File: src/sv/tmq_pkg.sv
package tmq_pkg;

  typedef logic [16:0] evt_time_t;

  typedef enum logic [1:0] {
    ST_ADDED = 2'd0,
    ST_EVENT = 2'd1,
    ST_EMPTY = 2'd2,
    ST_FULL  = 2'd3
  } status_e;

  typedef enum logic {
    REQ_ADD  = 1'b0,
    REQ_NEXT = 1'b1
  } req_e;

  typedef enum logic [1:0] {
    S_IDLE,
    S_SCAN,
    S_RESP
  } state_e;

  typedef struct packed {
    logic wr;
    logic shift;
  } cell_ctrl_t;

endpackage

File: src/sv/timed_event_min_queue_top.sv
// add, or next on an empty table: the status goes to the pending register on acceptance
//   and then to the output register once it is free; next: the best-so-far beat walks
//   the cell row one cell per cycle, then the later entries all close up together
// one request at a time: a new input beat is taken once the previous result is
//   in the output register, so no new request is taken while one is in flight
// rst_ni clears the entry count and all handshake state; entry storage is not reset
module timed_event_min_queue_top #(
  parameter int DEPTH = 16,
  localparam int CW   = $clog2(DEPTH + 1),
  localparam int IW   = $clog2(DEPTH)
) (
  input  logic       clk_i,
  input  logic       rst_ni,
  input  logic       in_valid_i,
  output logic       in_ready_o,
  input  logic       req_type_i,
  input  logic [4:0] hours_i,
  input  logic [5:0] minutes_i,
  input  logic [5:0] seconds_i,
  input  logic [7:0] client_id_i,
  output logic       out_valid_o,
  input  logic       out_ready_i,
  output logic [1:0] status_o,
  output logic [4:0] out_hours_o,
  output logic [5:0] out_minutes_o,
  output logic [5:0] out_seconds_o,
  output logic [7:0] out_client_o
);
  import tmq_pkg::*;

  state_e         state_q, state_d;
  logic [CW-1:0]  count_q;
  status_e        pend_status_q;
  evt_time_t      pend_time_q;
  logic [7:0]     pend_client_q;
  logic           out_valid_q;
  status_e        out_status_q;
  evt_time_t      out_time_q;
  logic [7:0]     out_client_q;

  logic           accept;
  logic           is_full;
  logic           is_empty;
  logic           start;
  logic           out_load;
  cell_ctrl_t     ctrl;
  evt_time_t      in_time;

  logic           tok_chain     [DEPTH+1];
  evt_time_t      btime_chain   [DEPTH+1];
  logic [7:0]     bclient_chain [DEPTH+1];
  logic [IW-1:0]  bidx_chain    [DEPTH+1];
  evt_time_t      ent_time      [DEPTH];
  logic [7:0]     ent_client    [DEPTH];

  assign in_time    = {hours_i, minutes_i, seconds_i};
  assign in_ready_o = (state_q == S_IDLE);
  assign accept     = in_valid_i && in_ready_o;
  assign is_full    = (count_q == CW'(DEPTH));
  assign is_empty   = (count_q == '0);
  assign start      = accept && (req_type_i == REQ_NEXT) && !is_empty;
  assign out_load   = (state_q == S_RESP) && (!out_valid_q || out_ready_i);

  always_comb begin
    ctrl.wr    = accept && (req_type_i == REQ_ADD) && !is_full;
    ctrl.shift = (state_q == S_SCAN) && tok_chain[DEPTH];
  end

  assign tok_chain[0]     = start;
  assign btime_chain[0]   = '0;
  assign bclient_chain[0] = '0;
  assign bidx_chain[0]    = '0;

  for (genvar k = 0; k < DEPTH; k++) begin : g_cell
    evt_time_t  nb_time;
    logic [7:0] nb_client;
    if (k < DEPTH - 1) begin : g_nb
      assign nb_time   = ent_time[k+1];
      assign nb_client = ent_client[k+1];
    end else begin : g_last
      assign nb_time   = '0;
      assign nb_client = '0;
    end

    tmq_cell #(
      .DEPTH(DEPTH),
      .IDX  (k)
    ) u_cell (
      .clk_i      (clk_i),
      .rst_ni     (rst_ni),
      .ctrl_i     (ctrl),
      .count_i    (count_q),
      .rm_idx_i   (bidx_chain[DEPTH]),
      .in_time_i  (in_time),
      .in_client_i(client_id_i),
      .nb_time_i  (nb_time),
      .nb_client_i(nb_client),
      .tok_i      (tok_chain[k]),
      .btime_i    (btime_chain[k]),
      .bclient_i  (bclient_chain[k]),
      .bidx_i     (bidx_chain[k]),
      .time_o     (ent_time[k]),
      .client_o   (ent_client[k]),
      .tok_o      (tok_chain[k+1]),
      .btime_o    (btime_chain[k+1]),
      .bclient_o  (bclient_chain[k+1]),
      .bidx_o     (bidx_chain[k+1])
    );
  end

  always_ff @(posedge clk_i or negedge rst_ni) begin
    if (!rst_ni) begin
      state_q <= S_IDLE;
    end else begin
      state_q <= state_d;
    end
  end

  always_comb begin
    state_d = state_q;
    case (state_q)
      S_IDLE: begin
        if (accept) begin
          state_d = start ? S_SCAN : S_RESP;
        end
      end
      S_SCAN: begin
        if (ctrl.shift) begin
          state_d = S_RESP;
        end
      end
      S_RESP: begin
        if (out_load) begin
          state_d = S_IDLE;
        end
      end
      default: state_d = S_IDLE;
    endcase
  end

  always_ff @(posedge clk_i or negedge rst_ni) begin
    if (!rst_ni) begin
      count_q <= '0;
    end else if (ctrl.wr) begin
      count_q <= count_q + CW'(1);
    end else if (ctrl.shift) begin
      count_q <= count_q - CW'(1);
    end
  end

  always_ff @(posedge clk_i) begin
    if (accept) begin
      pend_time_q   <= '0;
      pend_client_q <= '0;
      if (req_type_i == REQ_ADD) begin
        pend_status_q <= is_full ? ST_FULL : ST_ADDED;
      end else begin
        pend_status_q <= is_empty ? ST_EMPTY : ST_EVENT;
      end
    end else if (ctrl.shift) begin
      pend_time_q   <= btime_chain[DEPTH];
      pend_client_q <= bclient_chain[DEPTH];
    end
  end

  always_ff @(posedge clk_i or negedge rst_ni) begin
    if (!rst_ni) begin
      out_valid_q <= 1'b0;
    end else if (out_load) begin
      out_valid_q <= 1'b1;
    end else if (out_ready_i) begin
      out_valid_q <= 1'b0;
    end
  end

  always_ff @(posedge clk_i) begin
    if (out_load) begin
      out_status_q <= pend_status_q;
      out_time_q   <= pend_time_q;
      out_client_q <= pend_client_q;
    end
  end

  assign out_valid_o   = out_valid_q;
  assign status_o      = out_status_q;
  assign out_hours_o   = out_time_q[16:12];
  assign out_minutes_o = out_time_q[11:6];
  assign out_seconds_o = out_time_q[5:0];
  assign out_client_o  = out_client_q;

endmodule

File: src/sv/tmq_cell.sv
module tmq_cell #(
  parameter int DEPTH = 16,
  parameter int IDX   = 0,
  localparam int CW   = $clog2(DEPTH + 1),
  localparam int IW   = $clog2(DEPTH)
) (
  input  logic                clk_i,
  input  logic                rst_ni,
  input  tmq_pkg::cell_ctrl_t ctrl_i,
  input  logic [CW-1:0]       count_i,
  input  logic [IW-1:0]       rm_idx_i,
  input  tmq_pkg::evt_time_t  in_time_i,
  input  logic [7:0]          in_client_i,
  input  tmq_pkg::evt_time_t  nb_time_i,
  input  logic [7:0]          nb_client_i,
  input  logic                tok_i,
  input  tmq_pkg::evt_time_t  btime_i,
  input  logic [7:0]          bclient_i,
  input  logic [IW-1:0]       bidx_i,
  output tmq_pkg::evt_time_t  time_o,
  output logic [7:0]          client_o,
  output logic                tok_o,
  output tmq_pkg::evt_time_t  btime_o,
  output logic [7:0]          bclient_o,
  output logic [IW-1:0]       bidx_o
);
  import tmq_pkg::*;

  evt_time_t      time_q;
  logic [7:0]     client_q;
  logic           tok_q;
  evt_time_t      btime_q;
  logic [7:0]     bclient_q;
  logic [IW-1:0]  bidx_q;
  logic           live;
  logic           take_own;
  logic           do_wr;
  logic           do_shift;

  always_comb begin
    live     = CW'(IDX) < count_i;
    // strict less keeps the earlier inserted entry on a tie
    take_own = live && ((IDX == 0) || (time_q < btime_i));
    do_wr    = ctrl_i.wr && (CW'(IDX) == count_i);
    do_shift = ctrl_i.shift && (IW'(IDX) >= rm_idx_i) && (CW'(IDX + 1) < count_i);
  end

  always_ff @(posedge clk_i) begin
    if (do_wr) begin
      time_q   <= in_time_i;
      client_q <= in_client_i;
    end else if (do_shift) begin
      time_q   <= nb_time_i;
      client_q <= nb_client_i;
    end
  end

  always_ff @(posedge clk_i or negedge rst_ni) begin
    if (!rst_ni) begin
      tok_q <= 1'b0;
    end else begin
      tok_q <= tok_i;
    end
  end

  always_ff @(posedge clk_i) begin
    if (tok_i) begin
      if (take_own) begin
        btime_q   <= time_q;
        bclient_q <= client_q;
        bidx_q    <= IW'(IDX);
      end else begin
        btime_q   <= btime_i;
        bclient_q <= bclient_i;
        bidx_q    <= bidx_i;
      end
    end
  end

  assign time_o    = time_q;
  assign client_o  = client_q;
  assign tok_o     = tok_q;
  assign btime_o   = btime_q;
  assign bclient_o = bclient_q;
  assign bidx_o    = bidx_q;

endmodule

File: config.mk
export PLATFORM = sky130hd
export DESIGN_NAME = timed_event_min_queue_top
export DESIGN_NICKNAME = d
export VERILOG_FILES = /design/src/sv/tmq_pkg.sv /design/src/sv/timed_event_min_queue_top.sv /design/src/sv/tmq_cell.sv
export SDC_FILE = /design/constraint.sdc
export NUM_CORES = 1
export LEC_CHECK = 0
export ABC_AREA = 1
export BUFFER_PORTS_ARGS = -buffer_cell sky130_fd_sc_hd__buf_2
export CAP_MARGIN = 20
export CORE_MARGIN = 1
export CORE_UTILIZATION = 50
export CTS_CLUSTER_DIAMETER = 200
export DETAILED_ROUTE_END_ITERATION = 8
export MAX_ROUTING_LAYER = met4
export PLACE_DENSITY_LB_ADDON = 0.12
export SETUP_SLACK_MARGIN = 0.1
export SLEW_MARGIN = 25
export SYNTH_ARGS = -nofsm -noshare
export SYNTH_HDL_FRONTEND = slang
export SYNTH_SLANG_ARGS = --single-unit
File: constraint.sdc
create_clock -name clk_i -period 4.7 [get_ports clk_i]
set_clock_uncertainty 0.2 [all_clocks]
set_input_delay 0.94 -clock clk_i [delete_from_list [all_inputs] [get_ports clk_i]]
set_output_delay 0.94 -clock clk_i [all_outputs]
set_load 0.005 [all_outputs]
==> flow_summary.yaml, run 1 <==
run_status:
  status: "complete, no violations"
floorplanning:
  die_w_um: 303
  die_h_um: 303
  coreArea_um2: 89900
  io_pins: 59
  start_util_pct: 50.4
  dieArea_um2: 91800
  rows: 110
critical_path:
  r2r-start: "count_q[2]$_DFFE_PN0P_"
  critPathMostFrequentCell: "nand2_1"
  setup.worst_path.start_class: "flop"
  worstPathCellList: "nand2_1, o21ai_2, nand3_2, nor2_4, nand3_1, buf_4, nand2_1, nand2_1"
  ff2ff_setup_slack_ps: 1260
  required_ps: 4940
  end_kind: "flop"
  cp.arrival_ps: 3670
  r2r_cells: 8
  cp_slowest_cell: "nand3_1"
  critical_path.top_delay_family: "simple AND/OR/NAND/NOR gates"
  path_class: "reg2reg"
  worstReg2RegEnd: "g_cell[14].u_cell.btime_o[1]$_DFFE_PP_"
  cp_max_fo: 26
  worst_path_largest_cell_delay_ps: 670
  worstPathBufferInverterCount: 1
logic_synthesis:
  synth.top_cell.area_share_pct: 58.2
  ys_top_cells_by_area: "edfxtp_1 58%, nand2_1 13%, ha_1 6.8%"
  synth.yosys.seq_area_share_pct: 60.7
  ys.flop_type: "edfxtp_1"
  synthArstFlopShare_pct: 2.59
  ys_ff_latch: 927
  yosysWarnings: 0
  syn_avg_cell_area_um2: 9.76
  synth_nets: 4912
  yosysTopAreaCell: "edfxtp_1"
  netlist_instances: 4637
  synth.cell_area_um2: 45300
  synth_edf_count: 878
  synth.distinct_cells: 39
route:
  route.detailed.drc: 0
  post_drt_wl_per_cell_um: 20.4
  antenna_left: 0
  drtPass1Iterations: 6
  vias: 32260
  drt-total-wl_um: 121000
  vias_per_cell: 5.44
  drtIter0Drc: 3251
clocking:
  cts.sinks: 927
  ctsResizeCount: 0
  cts.path.max_buffers: 3
  cts_made_buffers: 98
  cts-root-buf: "clkbuf_16"
  cts_setup_buffers: 0
  clkSlewWorstSetupHoldPaths_ps: 60
  cts_tree: "built"
  ctsHoldBuffers: 0
  htreeDepth: 3
  clkLatencyLatePin_ps: 690
hold_path:
  hp-class: "reg2reg"
  hp-start: "pend_status_q[0]$_DFFE_PP_"
  min_to: "status_o[0]$_DFFE_PP_"
  whs_path_depth: 0
timing:
  setup-violations-final: 0
  rsz0062_at_grt: "false"
  max_freq_mhz: 291
  setup_tns_ps: 0
  worst_pin_slew_ps: 1160
  finalHoldViolations: 0
  slew_headroom_pct: 22.5
  maxSlewViolCount: 0
  finalCriticalPeriod_ps: 3440
  min_period_over_period_pct: 73.1
  holdWs_ps: 223
cells_and_area:
  fin_nets: 4943
  area_growth_pct: 10.5
  drive_above_1_share_pct: 7.38
  stdcell_count: 5930
placed_design:
  hpwl_um: 82600
  portBuffers: 58
  dp_cells: 5742
  place_congestion: 0.854
global_routing:
  antenna_found_initial: 8
  grt_max_degree: 52
  grt_overflow: 0
  grt_use_total_pct: 27.7
  grt_pass1_wl_um: 186000
  grt_pass1_vias: 30972
power:
  ir_drop_mv: 0.246
  power_density_nw_per_um2: 337
  p_leak_nw: 22.2
flow_run:
  cap_violations: 0
[cells in the final DEF, fill, tap and decap left out, types with 27 or more instances in the layout]
cell type  instances
nor2_1           158
a21oi_1          104
nand3_1          392
buf_4             83
nand4_1           39
o21ai_0          379
inv_1            453
clkinv_1          27
edfxtp_1         878
ha_1             245
buf_2             58
nand2_1         1592
clkbuf_16        101
[report_power, final]
group	internal, mW	switching [mW]	total, mW
sequential	8.90	0.0000000000000000192	8.90
clock	4.42	3.36	7.78
combinational	0.0187	0.148	0.166
total	13.3	3.51	16.8
[flip-flops by register name, summed over array words and instances, names as in the netlist, 5 cells and up]
signal / count
g_cell.u_cell.client_o: 128
g_cell.u_cell.btime_o: 272
g_cell.u_cell.tok_o: 16
g_cell.u_cell.bidx_o: 49
out_time_q: 17
count_q: 5
g_cell.u_cell.bclient_o: 128
g_cell.u_cell.time_o: 272
out_client_o: 8
pend_client_q: 8
pend_time_q: 17
[layer usage]
metal | vias to the layer above | GRT usage, % | wire (µm)
li1 | 15642 | - | -
met1 | 15371 | 35.4 | 50400
met2 | 980 | 44.4 | 58400
met3 | 267 | 4.37 | 7290
met4 | 0 | 10.9 | 4700
met5 | - | - | 0
[cells by family (layout without fill, tap and decap cells)]
logic type / Yosys count / count (layout) / share of synthesized area (%)
adders and majority gates: 245 / 245 / 6.77
DFF: 927 / 927 / 60.7
and+or+nand+nor: 2233 / 2233 / 20.2
AOI/OAI and AO/OA: 549 / 549 / 6.30
xor gates and xnor gates: 3 / 3 / 0.0580
buffers and inverters: 680 / 796 / 5.98
other: 0 / 1 / 0
[Yosys cell counts, types with 11 or more instances]
library cell and instances:
nand3_1 392, a21o_1 11, clkbuf_1 110, a21oi_1 104, inv_1 462, nand4_1 39, dfrtp_1 24, o21ai_0 390
buf_2 84, ha_1 245, o21ai_1 14, edfxtp_1 878, nand2_2 14, nor2_1 161, nand2_1 1592, dfxtp_1 25
[worst max path at each step]
stage	start	end	cells past startpoint	slack [ps]
after floorplan	state_q[1]$_DFFE_PN0P_	g_cell[4].u_cell.client_o[0]$_DFFE_PP_	6	1190
after global placement	in_valid_i	g_cell[4].u_cell.time_o[2]$_DFFE_PP_	9	1200
after detailed placement	in_valid_i	g_cell[4].u_cell.time_o[3]$_DFFE_PP_	9	1140
after CTS	count_q[4]$_DFFE_PN0P_	g_cell[4].u_cell.bidx_o[0]$_SDFFCE_PP0P_	9	1130
after global routing	count_q[2]$_DFFE_PN0P_	g_cell[14].u_cell.btime_o[1]$_DFFE_PP_	8	1020
final	count_q[2]$_DFFE_PN0P_	g_cell[14].u_cell.btime_o[1]$_DFFE_PP_	8	1260
[stage by stage]
stage | util, % | instance area [µm²] | setup WS (ps) | power, mW
4_1_cts | 55.6 | 50000 | 1130 | 16.9
6_report | 55.7 | 50000 | 1260 | 16.8
3_3_place_gp | 52.1 | 46800 | 1200 | 9.24
2_1_floorplan | - | 45300 | 1190 | 9.11
5_1_grt | 55.7 | 50000 | 1020 | 17.2
3_5_place_dp | 52.1 | 46800 | 1140 | 9.24
[area by class of cell]
| cell class | instances | area (µm²) |
|---|---|---|
| Timing Repair Buffer | 143 | 943 |
| Tap cell | 1176 | 1470 |
| Fill cell | 7894 | 39800 |
| Inverter | 468 | 1760 |
| Sequential cell | 927 | 27500 |
| Clock buffer | 130 | 2690 |
| Multi-Input combinational cell | 3030 | 15200 |
| Clock inverter | 55 | 492 |
| Antenna cell | 1 | 2.50 |
No activity file was read; power rests on OpenSTA's default activity.
==> run 2, diff against run 1 <==
--- a/config.mk
+++ b/config.mk
@@ -5,7 +5,7 @@
 export SDC_FILE = /design/constraint.sdc
 export NUM_CORES = 1
 export LEC_CHECK = 0
-export ABC_AREA = 1
+export ABC_AREA = 0
 export BUFFER_PORTS_ARGS = -buffer_cell sky130_fd_sc_hd__buf_2
 export CAP_MARGIN = 20
 export CORE_MARGIN = 1
==> constraint.sdc (replaced) <==
create_clock -name clk_i -period 2.9 [get_ports clk_i]
set_clock_uncertainty 0.2 [all_clocks]
set_input_delay 0.58 -clock clk_i [delete_from_list [all_inputs] [get_ports clk_i]]
set_output_delay 0.58 -clock clk_i [all_outputs]
set_load 0.005 [all_outputs]
==> run 2 against run 1 <==
Effect of this change:
- synthesized cell count is 36% lower
- synthesized area down 1.9%
- hold slack worse by 170 ps
- first-iteration DRC count shrank 58%
- largest power group unchanged
==> flow_summary.yaml, run 2 <==
cells_and_area:
  fin_nets: 3437
  fillerInstances: 6610
  layout_common_cells: "878 x edfxtp_1, 698 x mux2_2, 243 x inv_1"
  multi_input_area_um2: 15900
  area_growth_pct: 16.2
  regArea_um2: 27500
  final_common_cell: "edfxtp_1"
  final_util_pct: 59.0
  drive_above_1_share_pct: 37.4
placed_design:
  portBuffers: 58
  place_congestion: 0.856
  dp_slack_ps: 47.4
  hpwl_um: 72400
critical_path:
  cp_max_fo: 5
  setup.worst_path.start_class: "flop"
  worstReg2RegEnd: "g_cell[12].u_cell.btime_o[13]$_DFFE_PP_"
  worstPathBufferInverterCount: 2
  path_class: "reg2reg"
  r2r_cells: 8
  critical_path.top_delay_family: "compound AO/OA/AOI/OAI gates"
  cp_slowest_cell: "edfxtp_1"
  required_ps: 3110
  cp.depth: 8
  endpoint: "g_cell[12].u_cell.btime_o[13]$_DFFE_PP_"
  r2r-start: "g_cell[12].u_cell.time_o[5]$_DFFE_PP_"
  ff2ff_setup_slack_ps: 90
  worstPathCellList: "ha_1, and4_4, a221o_1, a31o_4, a31oi_4, buf_12, clkbuf_16, mux2_4"
  end_kind: "flop"
  cp.arrival_ps: 3020
  critPathLaunch: "g_cell[12].u_cell.time_o[5]$_DFFE_PP_"
  worst_path_largest_cell_delay_ps: 450
route:
  wl_met3_um: 3650
  drt-total-wl_um: 106000
  wl_met2_um: 55800
  drtPass1Iterations: 5
  post_drt_wl_per_cell_um: 24.2
  met1_length_um: 44000
  drtIter0Drc: 1360
  vias_per_cell: 5.65
  top_layer_used: "met4"
  vias: 24888
  antenna_left: 0
  route.detailed.drc: 0
floorplanning:
  dieArea_um2: 90000
  coreArea_um2: 87400
  start_util_pct: 50.8
  rows: 108
  die_h_um: 300
  io_pins: 59
  die_w_um: 300
logic_synthesis:
  yosys-mux-area-fraction_pct: 18.5
  netlist_instances: 2962
  synth_compound_area_share_pct: 4.34
  synthTopCellsByCount: "878 x edfxtp_1, 716 x mux2_2, 247 x inv_1"
  ys.flop_type: "edfxtp_1"
  synth_edf_count: 878
  synth.distinct_cells: 72
  ys_top_cells_by_area: "edfxtp_1 59%, mux2_2 18%, ha_1 6.9%"
  synth-simple-area-share_pct: 4.87
  synth.most_common_cell: "edfxtp_1"
  synth.yosys.seq_area_share_pct: 61.9
  synth_xor_area_share_pct: 0.0986
  synth.top_cell.area_share_pct: 59.4
  yosysTopAreaCell: "edfxtp_1"
  syn_avg_cell_area_um2: 15.0
  synthAdderAreaFrac_pct: 6.90
  yosysWarnings: 0
  synth_nets: 3237
  ys_ff_latch: 927
  synth_top_family_by_area: "multiplexers"
  synth.cell_area_um2: 44400
  synthArstFlopShare_pct: 2.59
timing:
  setup_tns_ps: 0
  finalCriticalPeriod_ps: 2810
  holdWs_ps: 49.8
  setup-violations-final: 0
  min_period_over_period_pct: 96.8
  maxSlewViolCount: 0
  worst_pin_slew_ps: 862
  slew_headroom_pct: 42.5
  max_freq_mhz: 356
  layout_setup_ws_ps: 92.5
  rsz0062_at_grt: "true"
  finalHoldViolations: 0
power:
  ir_drop_mv: 0.522
  p_leak_nw: 19.3
  power_density_nw_per_um2: 800
clocking:
  cts_made_buffers: 97
  cts.path.max_buffers: 3
  cts-root-buf: "clkbuf_16"
  clkLatencyLatePin_ps: 680
  cts_tree: "built"
  clkSlewWorstSetupHoldPaths_ps: 60
  htreeDepth: 3
  cts.sinks: 927
global_routing:
  grt_pass1_vias: 25988
  antenna_found_initial: 8
  grt_use_total_pct: 24.2
  grt_overflow: 0
  grt_max_degree: 43
  grt_pass1_wl_um: 160000
hold_path:
  hp-class: "in2reg"
flow_run:
  cap_violations: 0
run_status:
  status: "complete, no violations"
## run 2: cell count changes in the layout (fill, tap and decap cells not counted), moves of 127 or more
cell / change
nand2_1: -1481
mux2_2: +698
nand3_1: -369
o21ai_0: -337
inv_1: -210
nor2_1: -127
## run 2: cell type report
type / count / share of cell area [%]
clock buffers: 134 / 5.43
repair buffers: 227 / 4.79
flip-flops and latches: 927 / 53.2
multi-input cells: 1662 / 30.8
clock inverters: 48 / 1.08
inverters: 247 / 1.80
diodes: 5 / 0.0243
well taps: 1155 / 2.80
## run 2: repair_timing
| item | 4_1_cts | 5_1_grt |
|---|---|---|
| resized for setup | 3 | 77 |
| hold endpoints to repair | 26 | 0 |
| setup endpoints to repair | 110 | 311 |
| pin swaps | 2 | 22 |
| cloned | 0 | 15 |
| hold buffers | 2 | 0 |
| buffers inserted | 8 | 22 |
## run 2: worst min path at each step
stage	startpoint	end	slack, ps	cells past startpoint
final	req_type_i	pend_status_q[0]$_DFFE_PP_	50	3
after global routing	req_type_i	pend_status_q[0]$_DFFE_PP_	30	3
after CTS	req_type_i	pend_status_q[0]$_DFFE_PP_	6	3
after detailed placement	g_cell[4].u_cell.tok_o$_DFF_PN0_	g_cell[5].u_cell.tok_o$_DFF_PN0_	170	0
after global placement	g_cell[4].u_cell.tok_o$_DFF_PN0_	g_cell[5].u_cell.tok_o$_DFF_PN0_	160	0
after floorplan	rst_ni	count_q[0]$_DFFE_PN0P_	80	0
## run 2: power by group
group	leakage [nW]	internal (mW)	switching, mW
Combinational	9.07	5.01	5.08
Sequential	8.54	17.2	0.927
Clock	1.65	7.75	5.34
## run 2: worst register-to-register path, stage by stage (launching register included)
cell       delay, ps
edfxtp_1         450
ha_1             330
and4_4           190
a221o_1          330
a31o_4           230
a31oi_4          210
buf_12           160
clkbuf_16        160
mux2_4           300
## run 2: per-stage QoR
| stage | instance area, µm² | power, mW | instances |
|---|---|---|---|
| floorplan | 44500 | 24.0 | 2962 |
| global placement | 47200 | 27.2 | 4171 |
| detailed placement | 47200 | 27.4 | 4171 |
| CTS | 50700 | 40.6 | 4363 |
| global route | 51600 | 43.0 | 4405 |
| finish | 51600 | 41.3 | 4405 |
## run 2: layer usage
layer | global-route usage [%] | vias up
met1 | 29.1 | 12676
li1 | - | 11569
met3 | 3.29 | 197
met2 | 42.2 | 446
met4 | 7.02 | 0
met5 | - | -
## run 2: logic make-up after synthesis
family,count (synthesis)
compound gates,298
xor+xnor,5
fa+ha+maj,245
buf+inv,373
flops,927
mux,726
simple gates,388
